--- config.mk ---
export PLATFORM = sky130hd
export DESIGN_NAME = hall_period_speed_estimator_unit
export DESIGN_NICKNAME = d
export VERILOG_FILES = /design/src/hw/rtl/hpse_pkg.sv /design/src/hw/rtl/hpse_regs.sv /design/src/hw/rtl/hpse_ctrl.sv /design/src/hw/rtl/hpse_dp.sv /design/src/hw/rtl/hall_period_speed_estimator_unit.sv
export SDC_FILE = /design/constraint.sdc
export NUM_CORES = 1
export LEC_CHECK = 0
export BUFFER_PORTS_ARGS = -buffer_cell sky130_fd_sc_hd__buf_2
export CAP_MARGIN = 25
export CORE_MARGIN = 5
export CORE_UTILIZATION = 29
export CTS_BUF_LIST = sky130_fd_sc_hd__clkbuf_4 sky130_fd_sc_hd__clkbuf_8 sky130_fd_sc_hd__clkbuf_16
export DETAILED_ROUTE_END_ITERATION = 12
export HOLD_SLACK_MARGIN = 0.08
export SYNTH_ARGS = -nofsm -noshare
export SYNTH_HDL_FRONTEND = slang
export SYNTH_SLANG_ARGS = --single-unit
--- constraint.sdc ---
create_clock -name clk -period 6.21 [get_ports clk]
set_input_delay 0.621 -clock clk [delete_from_list [all_inputs] [get_ports clk]]
set_output_delay 0.621 -clock clk [all_outputs]
set_load 0.02 [all_outputs]
--- src/hw/rtl/hpse_pkg.sv ---
// Package for the Hall period speed estimator.
// Holds the shared types, the register map and the controller states.
// No dependencies.
`timescale 1ns / 1ps

package hpse_pkg;

	// Default period width taken from the capture timer
	localparam int PERIOD_WIDTH_DEF = 16;

	// Field widths
	localparam int PER_W   = 16;
	localparam int SPEED_W = 16;
	localparam int CONST_W = 32;
	localparam int ADDR_W  = 4;
	localparam int DATA_W  = 32;

	// Radix-2 divider: one quotient bit per step
	localparam int DIV_STEPS = 16;
	localparam int CNT_W     = $clog2(DIV_STEPS);

	// Register map, word index (paddr[3:2])
	localparam logic [1:0] REG_PERIOD_LO      = 2'd0;
	localparam logic [1:0] REG_PERIOD_HI      = 2'd1;
	localparam logic [1:0] REG_SPEED_CONSTANT = 2'd2;

	// Reset values
	localparam logic [PER_W-1:0]   PERIOD_LO_RST      = 16'd100;
	localparam logic [PER_W-1:0]   PERIOD_HI_RST      = 16'hFFFF;
	localparam logic [CONST_W-1:0] SPEED_CONSTANT_RST = 32'd1000000;

	localparam logic [SPEED_W-1:0] SPEED_SAT = '1;

	typedef struct packed {
		logic [PER_W-1:0]   period_lo;
		logic [PER_W-1:0]   period_hi;
		logic [CONST_W-1:0] speed_constant;
	} cfg_t;

	typedef enum logic [2:0] {
		S_IDLE,
		S_START,
		S_DIV,
		S_FIN,
		S_OUT
	} state_t;

	// Controller to datapath
	typedef struct packed {
		logic load;        // item accepted this cycle
		logic capture;     // accepted item carries a new period
		logic div_init;    // load divider from speed constant
		logic div_step;    // one restoring division step
		logic speed_load;  // write quotient into stored speed
		logic out_load;    // move stored values into output register
	} cmd_t;

	// Datapath to controller
	typedef struct packed {
		logic out_free;    // output register can take a result
	} stat_t;

endpackage

--- src/hw/rtl/hpse_regs.sv ---
// Configuration register file for the Hall period speed estimator.
// APB-style write/read port; depends on hpse_pkg.
`timescale 1ns / 1ps

module hpse_regs (
	input  logic                        clk,
	input  logic                        arst_n,
	input  logic                        psel,
	input  logic                        penable,
	input  logic                        pwrite,
	input  logic [hpse_pkg::ADDR_W-1:0] paddr,
	input  logic [hpse_pkg::DATA_W-1:0] pwdata,
	output logic [hpse_pkg::DATA_W-1:0] prdata,
	output logic                        pready,
	output hpse_pkg::cfg_t              cfg
);

	hpse_pkg::cfg_t cfg_q;
	logic           wr_en;

	assign pready = 1'b1;
	assign wr_en  = psel & penable & pwrite & pready;
	assign cfg    = cfg_q;

	// Register writes
	always_ff @(posedge clk or negedge arst_n) begin
		if (!arst_n) begin
			cfg_q.period_lo      <= hpse_pkg::PERIOD_LO_RST;
			cfg_q.period_hi      <= hpse_pkg::PERIOD_HI_RST;
			cfg_q.speed_constant <= hpse_pkg::SPEED_CONSTANT_RST;
		end else if (wr_en) begin
			unique case (paddr[3:2])
				hpse_pkg::REG_PERIOD_LO: begin
					cfg_q.period_lo <= pwdata[hpse_pkg::PER_W-1:0];
				end
				hpse_pkg::REG_PERIOD_HI: begin
					cfg_q.period_hi <= pwdata[hpse_pkg::PER_W-1:0];
				end
				hpse_pkg::REG_SPEED_CONSTANT: begin
					cfg_q.speed_constant <= pwdata;
				end
				default: begin
				end
			endcase
		end
	end

	// Read mux
	always_comb begin
		unique case (paddr[3:2])
			hpse_pkg::REG_PERIOD_LO:      prdata = {16'd0, cfg_q.period_lo};
			hpse_pkg::REG_PERIOD_HI:      prdata = {16'd0, cfg_q.period_hi};
			hpse_pkg::REG_SPEED_CONSTANT: prdata = cfg_q.speed_constant;
			default:                      prdata = '0;
		endcase
	end

endmodule

--- src/hw/rtl/hpse_ctrl.sv ---
// Controller state machine for the Hall period speed estimator.
// Sequences accept, divider steps and result output; depends on hpse_pkg.
`timescale 1ns / 1ps

module hpse_ctrl (
	input  logic            clk,
	input  logic            arst_n,
	input  logic            s_tvalid,
	input  logic            capture,
	output logic            s_tready,
	input  hpse_pkg::stat_t stat,
	output hpse_pkg::cmd_t  cmd
);

	hpse_pkg::state_t              state_q;
	hpse_pkg::state_t              state_d;
	logic [hpse_pkg::CNT_W-1:0]    cnt_q;
	logic                          last_step;

	assign last_step = (cnt_q == hpse_pkg::CNT_W'(hpse_pkg::DIV_STEPS - 1));

	// State register
	always_ff @(posedge clk or negedge arst_n) begin
		if (!arst_n) begin
			state_q <= hpse_pkg::S_IDLE;
		end else begin
			state_q <= state_d;
		end
	end

	// Divider step counter
	always_ff @(posedge clk or negedge arst_n) begin
		if (!arst_n) begin
			cnt_q <= '0;
		end else if (state_q == hpse_pkg::S_DIV) begin
			cnt_q <= cnt_q + 1'b1;
		end else begin
			cnt_q <= '0;
		end
	end

	// Next state and commands
	always_comb begin
		state_d  = state_q;
		cmd      = '0;
		s_tready = 1'b0;
		unique case (state_q)
			hpse_pkg::S_IDLE: begin
				s_tready = 1'b1;
				if (s_tvalid) begin
					cmd.load    = 1'b1;
					cmd.capture = capture;
					state_d     = capture ? hpse_pkg::S_START : hpse_pkg::S_OUT;
				end
			end
			hpse_pkg::S_START: begin
				cmd.div_init = 1'b1;
				state_d      = hpse_pkg::S_DIV;
			end
			hpse_pkg::S_DIV: begin
				cmd.div_step = 1'b1;
				if (last_step) begin
					state_d = hpse_pkg::S_FIN;
				end
			end
			hpse_pkg::S_FIN: begin
				cmd.speed_load = 1'b1;
				state_d        = hpse_pkg::S_OUT;
			end
			hpse_pkg::S_OUT: begin
				if (stat.out_free) begin
					cmd.out_load = 1'b1;
					state_d      = hpse_pkg::S_IDLE;
				end
			end
			default: begin
				state_d = hpse_pkg::S_IDLE;
			end
		endcase
	end

	// A capture item runs the divider, a plain item goes straight to output
	a_accept_route: assert property (@(posedge clk) disable iff (!arst_n)
		(s_tvalid && s_tready) |=>
		((state_q == hpse_pkg::S_START) == $past(capture)) &&
		((state_q == hpse_pkg::S_OUT) == !$past(capture)))
		else $error("accepted item routed to wrong state");

	a_div_len: assert property (@(posedge clk) disable iff (!arst_n)
		(state_q == hpse_pkg::S_DIV && last_step) |=> state_q == hpse_pkg::S_FIN)
		else $error("divider did not finish after its last step");

	a_out_free: assert property (@(posedge clk) disable iff (!arst_n)
		cmd.out_load |-> stat.out_free)
		else $error("result loaded while output register busy");

endmodule

--- src/hw/rtl/hpse_dp.sv ---
// Datapath for the Hall period speed estimator: weighted average, clamp,
// radix-2 divider with saturation and output register. Depends on hpse_pkg.
`timescale 1ns / 1ps

module hpse_dp #(
	parameter int PERIOD_WIDTH = hpse_pkg::PERIOD_WIDTH_DEF
) (
	input  logic                         clk,
	input  logic                         arst_n,
	input  hpse_pkg::cmd_t               cmd,
	input  hpse_pkg::cfg_t               cfg,
	input  logic [hpse_pkg::PER_W-1:0]   period,
	output hpse_pkg::stat_t              stat,
	output logic                         m_tvalid,
	input  logic                         m_tready,
	output logic [31:0]                  m_tdata
);

	localparam int EFF_W = (PERIOD_WIDTH < hpse_pkg::PER_W) ? PERIOD_WIDTH : hpse_pkg::PER_W;
	localparam logic [hpse_pkg::PER_W-1:0] PER_MASK =
		hpse_pkg::PER_W'((64'd1 << EFF_W) - 64'd1);

	logic [hpse_pkg::PER_W-1:0]   avg_q;
	logic [hpse_pkg::PER_W-1:0]   prev_q;
	logic [hpse_pkg::SPEED_W-1:0] speed_q;
	logic [hpse_pkg::PER_W-1:0]   rem_q;
	logic [hpse_pkg::PER_W-1:0]   num_lo_q;
	logic [hpse_pkg::SPEED_W-1:0] quo_q;
	logic                         sat_q;
	logic                         m_tvalid_q;
	logic [31:0]                  m_tdata_q;

	logic [hpse_pkg::PER_W-1:0]   p_m;
	logic [17:0]                  sum;
	logic [hpse_pkg::PER_W-1:0]   avg_raw;
	logic [hpse_pkg::PER_W-1:0]   avg_clamp;
	logic [17:0]                  trial;
	logic                         fits;

	// Weighted average of old average, previous and new period, then clamp
	always_comb begin
		p_m     = period & PER_MASK;
		sum     = 18'(avg_q) + 18'(prev_q) + {1'b0, p_m, 1'b0};
		avg_raw = sum[17:2];
		if (avg_raw < cfg.period_lo) begin
			avg_clamp = cfg.period_lo;
		end else if (avg_raw > cfg.period_hi) begin
			avg_clamp = cfg.period_hi;
		end else begin
			avg_clamp = avg_raw;
		end
	end

	// Restoring division trial subtract
	assign trial = {1'b0, rem_q, num_lo_q[hpse_pkg::PER_W-1]} - {2'b00, avg_q};
	assign fits  = ~trial[17];

	// Stored state
	always_ff @(posedge clk or negedge arst_n) begin
		if (!arst_n) begin
			avg_q   <= '0;
			prev_q  <= '0;
			speed_q <= '0;
		end else begin
			if (cmd.load && cmd.capture) begin
				avg_q  <= avg_clamp;
				prev_q <= p_m;
			end
			if (cmd.speed_load) begin
				speed_q <= sat_q ? hpse_pkg::SPEED_SAT : quo_q;
			end
		end
	end

	// Divider: high half >= divisor means quotient overflows (also zero divisor)
	always_ff @(posedge clk) begin
		if (cmd.div_init) begin
			rem_q    <= cfg.speed_constant[31:16];
			num_lo_q <= cfg.speed_constant[15:0];
			sat_q    <= (cfg.speed_constant[31:16] >= avg_q);
			quo_q    <= '0;
		end else if (cmd.div_step) begin
			rem_q    <= fits ? trial[15:0] : {rem_q[14:0], num_lo_q[hpse_pkg::PER_W-1]};
			num_lo_q <= {num_lo_q[14:0], 1'b0};
			quo_q    <= {quo_q[14:0], fits};
		end
	end

	// Output register
	always_ff @(posedge clk or negedge arst_n) begin
		if (!arst_n) begin
			m_tvalid_q <= 1'b0;
		end else if (cmd.out_load) begin
			m_tvalid_q <= 1'b1;
		end else if (m_tready) begin
			m_tvalid_q <= 1'b0;
		end
	end

	always_ff @(posedge clk) begin
		if (cmd.out_load) begin
			m_tdata_q <= {avg_q, speed_q};
		end
	end

	assign stat.out_free = ~m_tvalid_q | m_tready;
	assign m_tvalid      = m_tvalid_q;
	assign m_tdata       = m_tdata_q;

	a_out_valid: assert property (@(posedge clk) disable iff (!arst_n)
		cmd.out_load |=> m_tvalid_q && (m_tdata_q == {$past(avg_q), $past(speed_q)}))
		else $error("output register not loaded with stored values");

	a_clamp: assert property (@(posedge clk) disable iff (!arst_n)
		(cmd.load && cmd.capture && cfg.period_lo <= cfg.period_hi) |=>
		(avg_q >= $past(cfg.period_lo) && avg_q <= $past(cfg.period_hi)))
		else $error("average outside clamp range");

endmodule

--- src/hw/rtl/hall_period_speed_estimator_unit.sv ---
// Top level of the Hall period speed estimator.
// Instantiates hpse_regs, hpse_ctrl and hpse_dp; depends on hpse_pkg.
`timescale 1ns / 1ps

// One item in, one item out. An item with new_capture set updates the
// weighted average (old average + previous period + 2*period) / 4, clamps
// it to [period_lo, period_hi] and divides speed_constant by it with a
// radix-2 restoring divider, one quotient bit per cycle; the quotient
// saturates at 65535, as does a zero average. Such an item goes through
// accept, divider setup, 16 divider steps, speed update and output load.
// An item without a capture returns the stored speed and average. One
// item is in work at a time; the output register lets the next item be
// taken while a result waits on m_tready.
// Registers: 0x0 period_lo, 0x4 period_hi, 0x8 speed_constant.

module hall_period_speed_estimator_unit #(
	parameter int PERIOD_WIDTH = hpse_pkg::PERIOD_WIDTH_DEF
) (
	input  logic                        clk,
	input  logic                        arst_n,
	// Input stream
	input  logic                        s_tvalid,
	output logic                        s_tready,
	input  logic [15:0]                 s_tdata,  // [15:0] period
	input  logic                        s_tuser,  // [0] new_capture
	// Output stream
	output logic                        m_tvalid,
	input  logic                        m_tready,
	output logic [31:0]                 m_tdata,  // [15:0] speed, [31:16] average_period
	// Configuration port
	input  logic                        psel,
	input  logic                        penable,
	input  logic                        pwrite,
	input  logic [hpse_pkg::ADDR_W-1:0] paddr,
	input  logic [hpse_pkg::DATA_W-1:0] pwdata,
	output logic [hpse_pkg::DATA_W-1:0] prdata,
	output logic                        pready
);

	hpse_pkg::cfg_t  cfg;
	hpse_pkg::cmd_t  cmd;
	hpse_pkg::stat_t stat;

	hpse_regs u_regs (
		.clk     (clk),
		.arst_n  (arst_n),
		.psel    (psel),
		.penable (penable),
		.pwrite  (pwrite),
		.paddr   (paddr),
		.pwdata  (pwdata),
		.prdata  (prdata),
		.pready  (pready),
		.cfg     (cfg)
	);

	hpse_ctrl u_ctrl (
		.clk      (clk),
		.arst_n   (arst_n),
		.s_tvalid (s_tvalid),
		.capture  (s_tuser),
		.s_tready (s_tready),
		.stat     (stat),
		.cmd      (cmd)
	);

	hpse_dp #(
		.PERIOD_WIDTH (PERIOD_WIDTH)
	) u_dp (
		.clk      (clk),
		.arst_n   (arst_n),
		.cmd      (cmd),
		.cfg      (cfg),
		.period   (s_tdata),
		.stat     (stat),
		.m_tvalid (m_tvalid),
		.m_tready (m_tready),
		.m_tdata  (m_tdata)
	);

endmodule

## Word-level counts from Yosys, hierarchy flattened

Index checks and enable logic that the tools add are counted.

| storage, ports and cells | value |
|---|---|
| flip-flop bits (word level) | 201 |
| logic and storage cells | 70 |

| operators by class | value |
|---|---|
| add/subtract/negate cells | 4 |
| order comparisons | 3 |
| equal/unequal tests | 10 |
| muxes and demuxes | 25 |
| bitwise gates (word level) | 5 |
| reductions and logical operators | 9 |

Operators by type and width:

| cell | number |
|---|---|
| $mux 16 | 8 |
| $pmux 32 s3 | 1 |
| $add 18x17->18 | 1 |
| $sub 17x16->18 | 1 |
| $add 16x16->17 | 1 |
| $ge 16x16->1 | 1 |
| $gt 16x16->1 | 1 |
| $lt 16x16->1 | 1 |
| $pmux 3 s5 | 1 |
| $mux 3 | 4 |
| $mux 1 | 8 |
| $eq 3x2->1 const B | 2 |
| $reduce_and 2->1 | 3 |
| $add 4x1->4 const B | 1 |
| $eq 4x4->1 const B | 1 |
| $mux 2 | 2 |
| $mux 4 | 1 |
| $ne 2x2->1 const B | 2 |
| $reduce_bool 2->1 | 2 |
| $eq 3x1->1 const B | 1 |
| $eq 3x3->1 const B | 1 |
| $logic_not 3->1 | 1 |
| $reduce_and 3->1 | 1 |
| $and 1x1->1 | 2 |
| 7 further kinds | 8 |

## Longest topological paths before layout

| depth | value |
|---|---|
| word-level depth | 5 |
| gate-level depth with buffers | 27 |
| depth with buffers taken out | 25 |

## Cells and area by module

A second synthesis with hierarchy kept.

| unflattened totals | value |
|---|---|
| cell total of the unflattened synthesis | 1044 |
| area total of the unflattened synthesis | 11324.6 um^2 |

Modules (own cells, without submodules):

| module | times used | cells each | area an instance (um^2) | seq. area each (um^2) |
|---|---|---|---|---|
| hpse_dp | 1 | 794 | 8062.7 | 3498.4 |
| hpse_regs | 1 | 213 | 2909.0 | 1634.1 |
| hpse_ctrl | 1 | 37 | 352.8 | 175.2 |

## Worst setup path after synthesis

Ideal clock, no wire load.

| path | value |
|---|---|
| kind | reg-to-reg |
| from | reg u_dp.prev_q[2] (netlist bit) |
| to | reg u_dp.avg_q[12] (netlist bit) |
| setup time | 126 ps |
| data arrival time | 5422 ps |
| data required time | 6084 ps |
| setup slack | 662 ps |
| stages on the path, launching flop included | 24 |
| cell sequence | dfrtp_1 -> ha_1 -> nor2b_1 -> o21ai_0 -> a21boi_0 -> o21ai_0 -> a21boi_0 -> or4b_1 -> nand3_1 -> ha_1 -> clkbuf_1 -> nand2_1 -> o21ai_0 -> o21a_1 -> o21ai_0 -> and4b_1 -> or2_2 -> ha_1 -> nand4_1 -> or4_4 -> o221a_2 -> nor2_4 -> nor3_1 -> a221o_1 |

| on the way | value |
|---|---|
| word-level cells in the longest chain between the ends | 5 |

RTL lines:

| element | line | source |
|---|---|---|
| from (decl) | hpse_dp.sv:24 | `logic [hpse_pkg::PER_W-1:0] prev_q;` |
| from (signal assigned) | hpse_dp.sv:67 | `prev_q <= p_m;` |
| $add 16x16->17 (*) | hpse_dp.sv:43 | `sum = 18'(avg_q) + 18'(prev_q) + {1'b0, p_m, 1'b0};` |
| $add 18x17->18 (*) | hpse_dp.sv:43 |  |
| $gt 16x16->1 | hpse_dp.sv:47 | `end else if (avg_raw > cfg.period_hi) begin` |
| $mux 16 | hpse_dp.sv:47 |  |
| $mux 16 (*) | hpse_dp.sv:45 | `if (avg_raw < cfg.period_lo) begin` |
| to (signal assigned) | hpse_dp.sv:66 | `avg_q <= avg_clamp;` |
| to (decl) | hpse_dp.sv:23 | `logic [hpse_pkg::PER_W-1:0] avg_q;` |

Mark *: on every way between the ends. The rest lies on a longest branch, timed or not.
A chain may end at the register's enable or synchronous reset.

## Worst setup path in the final report

| path | value |
|---|---|
| from | reg u_dp.avg_q[2] (netlist bit) |
| to | reg u_dp.avg_q[7] (netlist bit) |

| on the way | value |
|---|---|
| word-level cells in the longest chain between the ends | 5 |

RTL lines:

| element | line |
|---|---|
| $add 16x16->17 (*) | hpse_dp.sv:43 |
| $add 18x17->18 (*) | hpse_dp.sv:43 |
| $gt 16x16->1 | hpse_dp.sv:47 |
| $mux 16 | hpse_dp.sv:47 |
| $mux 16 (*) | hpse_dp.sv:45 |

Marked as above.

==> metrics.md <==
| Metric | Value |
|---|---|
| Std cell rows | `74` |
| All-Layer GR Usage | `roughly 15%` |
| RePlAce Congestion | `~0.88` |
| Slew Viols, Final | `0` |
| Clock Sinks | `201` |
| Crit Path Class | `flop to flop` |
| Total grt overflow | `0` |
| Initial antenna violation count | `6` |
| Global-route wire length before repair | `53200 µm` |
| Crit-path slowest cell | `a221oi_1` |
| Final hold violations | `0` |
| Vias per std cell | `5.00` |
| Setup Buffers After CTS | `0` |
| Chip height | `212 µm` |
| Met1 Track Usage GR | `a little under a fifth` |
| Area Growth Syn to Fin | `18.3%` |
| Max Root-Sink Buffers | `3` |
| Die Wd | `212 µm` |
| Ports | `~130` |
| Startpoint types | `flop` |
| Global Route met3 Usage | `under 10%` |
| Initial Utilization | `29.1%` |
| Commonest non-fill, non-tap cell in the layout | `nand2_1` |
| Fin crit period | `5820 ps` |
| Status | `complete, no violations` |
| Clock Latency Late Sink | `530 ps` |
| Final setup vio count | `0` |
| Worst slew pin tran | `around 1000 ps` |
| Sequential share of the synthesized area | `45.0%` |
| Mean Syn Cell Area | `9.76 µm²` |
| Synthesized area | `around 12000 µm²` |
| Asr flop ratio synth | `59.7%` |
| Netlist cell types | `77` |
| Syn Inst Count | `1209` |
| Final core occ | `34.4%` |
| Post-DP HPWL | `roughly 25000 µm` |
| Max Cap Viol | `0` |
| Hold Crit Class | `primary input to asynchronous set/reset pin` |
| Number of synthesized register bits | `roughly 200` |
| Setup Skew | `between 7 and 8 ps` |
| Most frequent cells in the layout | `202 x nand2_1, 122 x buf_2, 99 x o21ai_0, 96 x ha_1, 94 x dfrtp_1` |
| Core area | `40600 µm²` |
| Vias | `9436` |
| Post-synth EDFFs | `65` |
| Port bufs | `123` |
| Die area | `44800 µm²` |
| Fillers | `4145` |
| Nets | `1494` |
| Nature of the critical path endpoint | `flop` |
| Crit path from | `u_dp.avg_q[2]` |
| FF-to-FF Start | `u_dp.avg_q[2]` |
| Critical Path Most Common Cell | `ha_1` |
| Remaining antenna violation count after routing | `0` |
| Root Buffer | `clkbuf_16` |
| Final instance count without filler cells | `1886` |
| DR iter-0 viols | `526` |
| CP Data Arrival Time | `~6200 ps` |
| Syn Nets | `around 1400` |
| Period utilisation layout | `93.8%` |
| Crit-path cells | `ha_1 -> nor2b_1 -> o21ai_0 -> a21boi_0 -> o21ai_1 -> a21boi_1 -> or4b_1 -> nand3_1 -> ha_1 -> buf_4 -> or4_1 -> o21ai_0 -> a311oi_1 -> and2_1 -> ha_1 -> and4_1 -> a221oi_1 -> o221a_2 -> buf_4 -> nor3_1 -> a211o_1 -> a22o_1` |
| Met2 Usage GRT | `between 20% and 30%` |
| Vias in the first global route | `9530` |
| WL/cell | `17.9 µm` |
| H-Tree Depth | `1` |
| Largest net degree at the start of global routing | `64` |
| DRT Pass-1 Iters | `4` |
| Final WL | `33800 µm` |
| Most used routing layer in global routing | `met2` |
| CTS Buf Count | `24` |
| Highest Clock Rate | `172 MHz` |
| CP Max Fanout | `9` |
| Synth warnings | `0` |
| Slew headroom | `34.8%` |
| Crit path required time | `6620 ps` |
| CTS tree | `done` |
| Cells after DPL | `1839` |
| Reg clk slew, reported paths | `60 ps` |
| Share of layout cells above drive strength 1 | `between 20% and 30%` |
| Largest stage delay, worst path | `580 ps` |
| Prevailing post-synth register cell | `dfrtp_1` |
| DRC viols | `0` |
==> flip-flops by register name (all words and copies together), names as in the netlist <==
signal	count
u_regs.cfg	64
u_dp.m_tdata	32
u_dp.avg_q	16
u_dp.num_lo_q	16
u_dp.prev_q	16
u_dp.quo_q	16
u_dp.rem_q	16
u_dp.speed_q	16
u_ctrl.cnt_q	4
u_ctrl.state_q	3
u_dp.m_tvalid	1
u_dp.sat_q	1
==> synth_stat cells (5+ instances only) <==
| cell | instances | area, µm² |
|---|---|---|
| a21o_1 | 11 | 82.6 |
| buf_2 | 8 | 40.0 |
| nand3b_1 | 5 | 37.5 |
| o21ai_0 | 100 | 500 |
| a211oi_1 | 5 | 37.5 |
| o221ai_1 | 5 | 43.8 |
| and2_1 | 21 | 131 |
| clkbuf_1 | 36 | 135 |
| a31oi_1 | 12 | 75.1 |
| buf_1 | 6 | 22.5 |
| nand3_1 | 23 | 115 |
| a221oi_1 | 5 | 43.8 |
| dfrtp_1 | 94 | 2350 |
| nand4_1 | 9 | 56.3 |
| nor3_1 | 18 | 90.1 |
| nor2b_1 | 9 | 56.3 |
| nand2_1 | 203 | 762 |
| dfstp_2 | 26 | 683 |
| a21oi_1 | 51 | 255 |
| dfxtp_1 | 16 | 320 |
| xor2_1 | 5 | 43.8 |
| and4_1 | 6 | 52.6 |
| nand2b_1 | 7 | 43.8 |
| nor2_1 | 65 | 244 |
| a22o_1 | 19 | 166 |
| xnor2_1 | 24 | 210 |
| inv_1 | 72 | 270 |
| edfxtp_1 | 65 | 1950 |
| mux2i_1 | 26 | 260 |
| o21a_1 | 11 | 82.6 |
| o22ai_1 | 6 | 37.5 |
| and3_1 | 7 | 43.8 |
| ha_1 | 96 | 1200 |
| mux2_2 | 51 | 574 |
| a21boi_0 | 6 | 45.0 |
| o211ai_1 | 7 | 52.6 |
==> worst max-delay path: cells and delay by family, from the launching register on <==
| kind | cells | cell delay [ps] |
|---|---|---|
| adder cells (fa/ha/maj) | 3 | 910 |
| AO/OA/AOI/OAI | 10 | 2320 |
| flip-flops | 1 | 410 |
| AND/OR/NAND/NOR | 7 | 1790 |
| buffers and inverters | 2 | 310 |
==> worst paths after layout <==
kind | slack, ps | to | cells past startpoint
min | 180 | u_regs.cfg[20] | 1
max reg2reg | 390 | u_dp.avg_q[7] | 22
min reg2reg | 440 | u_dp.m_tdata[9] | 0
max in group asynchronous | 4640 | u_regs.cfg[55] | 2
min in group clk | 300 | u_dp.prev_q[8] | 3
max | 390 | u_dp.avg_q[7] | 22
==> cell type report <==
| cell class | instances | area [µm²] | area share [%] |
|---|---|---|---|
| clock buffer | 27 | 642 | 4.60 |
| clock inverter | 17 | 178 | 1.27 |
| timing repair buffer | 153 | 891 | 6.38 |
| tap | 532 | 666 | 4.77 |
| antenna | 1 | 2.50 | 0.0179 |
| inverter | 72 | 270 | 1.93 |
| multi-input combinational | 883 | 6010 | 43.0 |
| sequential | 201 | 5310 | 38.0 |
==> timing repair <==
action                                  in CTS  in global routing
gates resized for setup                      0                  3
endpoints found under the setup margin       0                 15
hold buffers                                 0                  0
endpoints found under the hold margin        0                  0
==> layer usage <==
metal,vias up,wire [µm]
met5,-,53
met4,10,1020
met3,65,1730
met2,200,16600
met1,4576,14400
li1,4585,-
==> metrics by stage <==
| stage | area, µm² | worst slack, ps | setup TNS [ps] | hold WS [ps] |
|---|---|---|---|---|
| finish | 14000 | 386 | 0 | 179 |
| global route | 14000 | -2.92 | -2.92 | 234 |
| CTS | 13900 | 306 | 0 | 204 |
| detailed placement | 13100 | 311 | 0 | 431 |
| global placement | 13100 | 354 | 0 | 432 |
| floorplan | 11800 | 662 | 0 | 325 |
==> cells by family after synthesis <==
family | after synthesis | synth area share (%)
compound gates | 282 | 15.5
mux | 77 | 7.07
buf+inv | 125 | 4.19
fa+ha+maj | 99 | 10.7
other cells | 1 | 0.0318
flops | 201 | 45.0
xor+xnor | 29 | 2.15
simple gates | 395 | 15.4
Power is not shown: default switching activity piles up to over one toggle a cycle in this logic, so the estimate is an artifact.
